**config.mk**
```make
export PLATFORM = sky130hd
export DESIGN_NAME = hid_keyboard_report_builder_unit
export DESIGN_NICKNAME = d
export VERILOG_FILES = /design/src/hw/rtl/hkrb_pkg.sv /design/src/hw/rtl/hid_keyboard_report_builder_unit.sv
export SDC_FILE = /design/constraint.sdc
export NUM_CORES = 1
export LEC_CHECK = 0
export BUFFER_PORTS_ARGS = -buffer_cell sky130_fd_sc_hd__buf_2
export CAP_MARGIN = 25
export CORE_ASPECT_RATIO = 0.75
export CORE_MARGIN = 4
export CORE_UTILIZATION = 53
export DETAILED_ROUTE_END_ITERATION = 7
export GPL_TIMING_DRIVEN = 0
export PLACE_DENSITY = 0.77
export SLEW_MARGIN = 20
export SYNTH_ARGS = -nofsm -noshare
export SYNTH_HDL_FRONTEND = slang
export SYNTH_SLANG_ARGS = --single-unit
```
**constraint.sdc**
```tcl
create_clock -name clock -period 3.1 [get_ports clock]
set_input_delay 0.465 -clock clock [delete_from_list [all_inputs] [get_ports clock]]
set_output_delay 0.465 -clock clock [all_outputs]
set_load 0.01 [all_outputs]
```
**src/hw/rtl/hkrb_pkg.sv**
```systemverilog
package hkrb_pkg;

   localparam int KEY_SLOTS_DEFAULT = 6;
   // key fields on the result channel
   localparam int SHOWN_SLOTS = 6;

   localparam logic [1:0] OP_PRESS   = 2'd0;
   localparam logic [1:0] OP_RELEASE = 2'd1;
   localparam logic [1:0] OP_SERVICE = 2'd2;
   localparam logic [1:0] OP_UNUSED  = 2'd3;

   localparam logic [1:0] ATT_NONE      = 2'd0;
   localparam logic [1:0] ATT_OK        = 2'd1;
   localparam logic [1:0] ATT_REFUSED   = 2'd2;
   localparam logic [1:0] ATT_NOT_READY = 2'd3;

   localparam logic [7:0] MOD_FIRST   = 8'hE0;
   localparam logic [7:0] MOD_LAST    = 8'hE7;
   localparam logic [7:0] USAGE_LIMIT = 8'hA5;

endpackage

```
**src/hw/rtl/hid_keyboard_report_builder_unit.sv**
```systemverilog
// Boot keyboard report builder with KEY_SLOTS key slots, a modifier byte and a
// release-pending flag. Each request (press, release all, service) yields one
// result, or two when a press first flushes a pending release that succeeds.
// A request is latched into the request register and each result is formed by
// one pass of logic into the result register, one result per cycle unless the
// result side stalls; the next request is taken in the cycle its last result
// is formed, and results back up only when the result side stalls.
module hid_keyboard_report_builder_unit #(
   parameter int KEY_SLOTS = hkrb_pkg::KEY_SLOTS_DEFAULT
) (
   input  logic       clock,
   input  logic       reset,
   input  logic       req_valid,
   output logic       req_stall,
   input  logic [1:0] req_op,
   input  logic [7:0] req_usage,
   input  logic       req_link_ready,
   input  logic       req_host_accepts,
   output logic       rsp_valid,
   input  logic       rsp_stall,
   output logic [1:0] rsp_attempt,
   output logic [7:0] rsp_modifiers,
   output logic [7:0] rsp_key_0,
   output logic [7:0] rsp_key_1,
   output logic [7:0] rsp_key_2,
   output logic [7:0] rsp_key_3,
   output logic [7:0] rsp_key_4,
   output logic [7:0] rsp_key_5,
   output logic       rsp_success,
   output logic       rsp_release_owed,
   output logic       rsp_last
);

   localparam int ShowN = (KEY_SLOTS > hkrb_pkg::SHOWN_SLOTS) ? KEY_SLOTS
                                                              : hkrb_pkg::SHOWN_SLOTS;

   // request register
   logic       busy_ff, busy_in;
   logic       phase_ff, phase_in;
   logic [1:0] op_ff;
   logic [7:0] usage_ff;
   logic       ready_ff;
   logic       accepts_ff;

   // report state
   logic [7:0] mods_ff, mods_in;
   logic [7:0] slots_ff [KEY_SLOTS];
   logic [7:0] slots_in [KEY_SLOTS];
   logic       pending_ff, pending_in;

   // result register
   logic       rsp_valid_ff, rsp_valid_in;
   logic [1:0] attempt_ff, attempt_in;
   logic [7:0] show_mods_ff, show_mods_in;
   logic [7:0] show_keys_ff [hkrb_pkg::SHOWN_SLOTS];
   logic [7:0] show_keys_in [hkrb_pkg::SHOWN_SLOTS];
   logic       success_ff, success_in;
   logic       owed_ff, owed_in;
   logic       last_ff, last_in;

   logic       out_free;
   logic       fire;
   logic       done;
   logic       accept;

   assign out_free  = !rsp_valid_ff || !rsp_stall;
   assign fire      = busy_ff && out_free;
   assign done      = fire && last_in;
   assign req_stall = busy_ff && !done;
   assign accept    = req_valid && !req_stall;

   always_comb begin
      logic       ok;
      logic [1:0] send_att;
      logic       release_first;
      logic       do_release;
      logic       is_mod;
      logic       usage_ok;
      logic       taken;
      logic       added;
      logic [7:0] new_mods;
      logic [7:0] new_slots [KEY_SLOTS];
      logic [7:0] src_slots [KEY_SLOTS];
      logic [7:0] ext [ShowN];

      ok       = ready_ff && accepts_ff;
      send_att = ok ? hkrb_pkg::ATT_OK
                    : (ready_ff ? hkrb_pkg::ATT_REFUSED : hkrb_pkg::ATT_NOT_READY);

      release_first = (op_ff == hkrb_pkg::OP_PRESS) && pending_ff && !phase_ff;
      do_release    = release_first || (op_ff == hkrb_pkg::OP_RELEASE) ||
                      ((op_ff == hkrb_pkg::OP_SERVICE) && pending_ff && ready_ff);

      // press: modifier bit or first slot holding the usage or empty
      is_mod   = (usage_ff >= hkrb_pkg::MOD_FIRST) && (usage_ff <= hkrb_pkg::MOD_LAST);
      usage_ok = (usage_ff != 8'd0) && (usage_ff < hkrb_pkg::USAGE_LIMIT);
      new_mods = is_mod ? (mods_ff | (8'd1 << usage_ff[2:0])) : mods_ff;
      taken    = 1'b0;
      for (int i = 0; i < KEY_SLOTS; i++) begin
         new_slots[i] = slots_ff[i];
         if (!is_mod && usage_ok && !taken &&
             (slots_ff[i] == usage_ff || slots_ff[i] == 8'd0)) begin
            new_slots[i] = usage_ff;
            taken        = 1'b1;
         end
      end
      added = is_mod || taken;

      mods_in      = mods_ff;
      slots_in     = slots_ff;
      pending_in   = pending_ff;
      phase_in     = phase_ff;
      attempt_in   = hkrb_pkg::ATT_NONE;
      show_mods_in = mods_ff;
      src_slots    = slots_ff;
      success_in   = 1'b0;
      last_in      = 1'b1;

      if (do_release) begin
         show_mods_in = 8'd0;
         for (int i = 0; i < KEY_SLOTS; i++) begin
            src_slots[i] = 8'd0;
            slots_in[i]  = 8'd0;
         end
         mods_in    = 8'd0;
         attempt_in = send_att;
         success_in = ok;
         pending_in = !ok;
         last_in    = !(release_first && ok);
         phase_in   = release_first && ok;
      end else begin
         unique case (op_ff)
            hkrb_pkg::OP_PRESS: begin
               if (added) begin
                  show_mods_in = new_mods;
                  src_slots    = new_slots;
                  attempt_in   = send_att;
                  success_in   = ok;
                  if (ok) begin
                     mods_in  = new_mods;
                     slots_in = new_slots;
                  end else begin
                     mods_in    = 8'd0;
                     for (int i = 0; i < KEY_SLOTS; i++) slots_in[i] = 8'd0;
                     pending_in = 1'b1;
                  end
               end
            end
            hkrb_pkg::OP_SERVICE: success_in = !pending_ff;
            default:              success_in = 1'b0;
         endcase
      end
      owed_in = pending_in;

      ext = '{default: 8'd0};
      for (int i = 0; i < KEY_SLOTS; i++) ext[i] = src_slots[i];
      for (int j = 0; j < hkrb_pkg::SHOWN_SLOTS; j++) show_keys_in[j] = ext[j];

      busy_in = accept ? 1'b1 : (done ? 1'b0 : busy_ff);
      if (accept) phase_in = 1'b0;
      rsp_valid_in = fire ? 1'b1 : (rsp_stall ? rsp_valid_ff : 1'b0);
   end

   always_ff @(posedge clock) begin
      if (reset) begin
         busy_ff      <= 1'b0;
         phase_ff     <= 1'b0;
         rsp_valid_ff <= 1'b0;
         mods_ff      <= 8'd0;
         pending_ff   <= 1'b0;
         for (int i = 0; i < KEY_SLOTS; i++) slots_ff[i] <= 8'd0;
      end else begin
         busy_ff      <= busy_in;
         rsp_valid_ff <= rsp_valid_in;
         if (fire || accept) phase_ff <= phase_in;
         if (fire) begin
            mods_ff    <= mods_in;
            slots_ff   <= slots_in;
            pending_ff <= pending_in;
         end
      end
   end

   always_ff @(posedge clock) begin
      if (accept) begin
         op_ff      <= req_op;
         usage_ff   <= req_usage;
         ready_ff   <= req_link_ready;
         accepts_ff <= req_host_accepts;
      end
      if (fire) begin
         attempt_ff   <= attempt_in;
         show_mods_ff <= show_mods_in;
         show_keys_ff <= show_keys_in;
         success_ff   <= success_in;
         owed_ff      <= owed_in;
         last_ff      <= last_in;
      end
   end

   assign rsp_valid        = rsp_valid_ff;
   assign rsp_attempt      = attempt_ff;
   assign rsp_modifiers    = show_mods_ff;
   assign rsp_key_0        = show_keys_ff[0];
   assign rsp_key_1        = show_keys_ff[1];
   assign rsp_key_2        = show_keys_ff[2];
   assign rsp_key_3        = show_keys_ff[3];
   assign rsp_key_4        = show_keys_ff[4];
   assign rsp_key_5        = show_keys_ff[5];
   assign rsp_success      = success_ff;
   assign rsp_release_owed = owed_ff;
   assign rsp_last         = last_ff;

endmodule

```
==> results.cfg <==
[yosys]
synth_area_leaders = edfxtp_1 (34%), dfxtp_1 (18%), mux2i_1 (7.4%)
synth.avg_cell_area_um2 = 10.57
synth_seq_cells = 133
synth_largest_area_cell = edfxtp_1
synthesis.nets = 634
ys_seq_area_share_pct = 51.93
yosysMostFrequentCell = nand2_1
synthCells = 618
synth_edf_count = 73
synthFlopType = edfxtp_1
synth.distinct_cells = 52
synth_top_area_share_pct = 33.55
netlist_area_mm2 = 0.006534
yosys_warnings = 0
synthArstFlopShare_pct = 0
synth_common_cells = nand2_1 (79), edfxtp_1 (73), dfxtp_1 (60)

[sta]
fin_ws_ns = 0.1117
post-route-period-util_pct = 96.40
fmax_ghz = 0.3346
tightest_slew_ns = 0.7692
fin_setup_tns_ns = 0
skew_ns = 0.01022
finalHoldViolations = 0
max_slew_margin_pct = 48.30
min_period_ns = 2.988
slew_violations = 0
rsz0062_at_grt = false
setup_violations = 0

[cells_and_area]
fin_nets = 735
diodes = 0
design_area_mm2 = 0.007730
finalNonFillerCells = 894
area_delta_synth_final_pct = 18.31
drive_above_1_share_pct = 19.95

[status]
status = complete, no violations

[worst_setup_path]
cp.required_ns = 3.24
crit_arrival_ns = 3.13
cp-start-kind = flop
cp_max_fo = 10
cp-end-kind = flop
crit_type = flop to flop

[cts]
cts_tree = yes
numCtsBuffers = 17
insertion_delay_ns = 0.43
clk_pin_slew_ns = 0.06
cts_root_buffer = clkbuf_16
cts.sinks = 133
htreeDepth = 4
cts-hold-fix-buffers = 0
cts_max_path_buffers = 2

[grt]
antenna_found_initial = 0
grt_pass1_wl_mm = 28.88
grt_use_total_pct = 26.52
grt_pass1_vias = 5278
grt_overflow_total = 0
grt_max_degree = 42

[routing]
drc = 0
routed_wirelength_mm = 18.49
routed_via_density = 6.173
ant_nets = 0
firstDrtPassIters = 5
drtIter0Drc = 601
wl_per_cell_um = 20.68
dr_total_vias = 5519

[floorplan]
fp.dieW_um = 136.2
rows = 34
die_area_mm2 = 0.01419
pin_count = 79
die_y_um = 104.2
core_area_mm2 = 0.01183
start_util_pct = 55.25

[placed_design]
dpl.hpwl_mm = 12.83
dp_slack_ns = 0.03110
placed_cells = 859
place_congestion = 0.9458
port_buffers = 78
placed_area_mm2 = 0.007157

[power_and_ir_drop]
finalPower_w = 0.004170
p_per_area_mw_per_mm2 = 539.5
ir_worst_vdd_mv = 0.3656
leakage_nw = 3.033

[min_path]
hold_path_class = input pin to flop

[flow_run]
cap_violations = 0
-- registers in the layout (all words and copies together) (netlist names), 2 cells and up --
name	count
op_ff	2
slots_ff	48
mods_ff	8
rsp_key_3	8
usage_ff	8
rsp_key_4	8
rsp_key_2	8
rsp_key_1	8
rsp_key_5	8
rsp_modifiers	8
rsp_attempt	2
rsp_key_0	8
-- layer usage --
metal	up-vias	part of all wire, %	global-route usage, %
met5	-	0	0
met2	324	45	39.93
met1	2666	43	36.65
met3	42	9.5	7.253
met4	0	2.2	9.640
li1	2487	-	-
-- final cells by class --
type / count / area, µm²
Multi-Input combinational cell: 438 / 2915
Fill cell: 981 / 4096
Buffer: 42 / 224.0
Timing Repair Buffer: 82 / 432.9
Clock inverter: 13 / 110.1
Sequential cell: 133 / 3393
Clock buffer: 19 / 432.9
Inverter: 5 / 18.77
Tap cell: 162 / 202.7
-- where the power goes --
part           switching (W)  internal, W  total (W)
sequential         0.0000200      0.00191    0.00193
clock               0.000772      0.00110    0.00187
combinational       0.000267     0.000109   0.000375
-- stage by stage --
step                util, %  hold WS [ns]
detailed placement    60.52        0.4519
finish                65.36        0.2121
floorplan                 -        0.4315
global route          65.36        0.2104
global placement      60.27        0.4467
CTS                   65.11        0.2068
-- layout by cell type (no fill, tap or decap), types with 3 or more instances in the layout --
cell / netlist / final
dfxtp_1: 60 / 60
clkbuf_16: 0 / 17
buf_6: 3 / 3
nor2_1: 46 / 46
mux2i_1: 48 / 48
o31ai_1: 16 / 16
nor3_1: 6 / 6
nor4_1: 17 / 16
nand3_1: 4 / 4
buf_4: 7 / 10
nor3b_1: 8 / 8
clkinv_1: 0 / 3
or2_1: 3 / 3
clkbuf_1: 21 / 22
clkinv_4: 0 / 4
nand2b_1: 18 / 18
inv_1: 5 / 5
edfxtp_1: 73 / 73
xor2_1: 8 / 8
a21oi_1: 31 / 30
nor3_2: 3 / 3
nand3b_1: 8 / 8
o21ai_0: 9 / 8
buf_2: 11 / 89
nand4_1: 11 / 11
a41oi_1: 16 / 16
a31oi_1: 4 / 4
nand2_1: 79 / 79
xnor2_1: 40 / 40
a22o_1: 24 / 24
o21ai_1: 11 / 11
-- cells by family after synthesis --
family | Yosys count | share of synthesized area [%]
DFF | 133 | 51.93
buffers and inverters | 47 | 3.658
AOI/OAI and AO/OA | 123 | 13.12
xor gates and xnor gates | 48 | 6.434
muxes | 48 | 7.353
and+or+nand+nor | 219 | 17.50
-- timing repair --
| item | CTS | global route |
|---|---|---|
| setup endpoints to repair | 0 | 26 |
| resized for setup | 0 | 3 |
| setup buffers | 0 | 3 |
-- worst max-delay path, cell delays in order (launching register included) --
cell and delay (ns):
edfxtp_1 0.52, buf_4 0.26, o21ai_1 0.14, a21oi_1 0.09, a31o_2 0.28, or4b_4 0.60
nor3_4 0.30, nand2b_1 0.13, buf_2 0.22, mux2i_1 0.16
-- final timing paths --
kind	startpoint	endpoint	slack, ns	cells after the start
worst max-delay path	usage_ff[1]	rsp_key_4[6]	0.11	9
worst min-delay path	req_usage[1]	usage_ff[1]	0.21	1
worst max register to register	usage_ff[1]	rsp_key_4[6]	0.11	9
worst min register to register	mods_ff[7]	mods_ff[7]	0.46	2
Note: power is estimated with default switching activity, not from simulation.
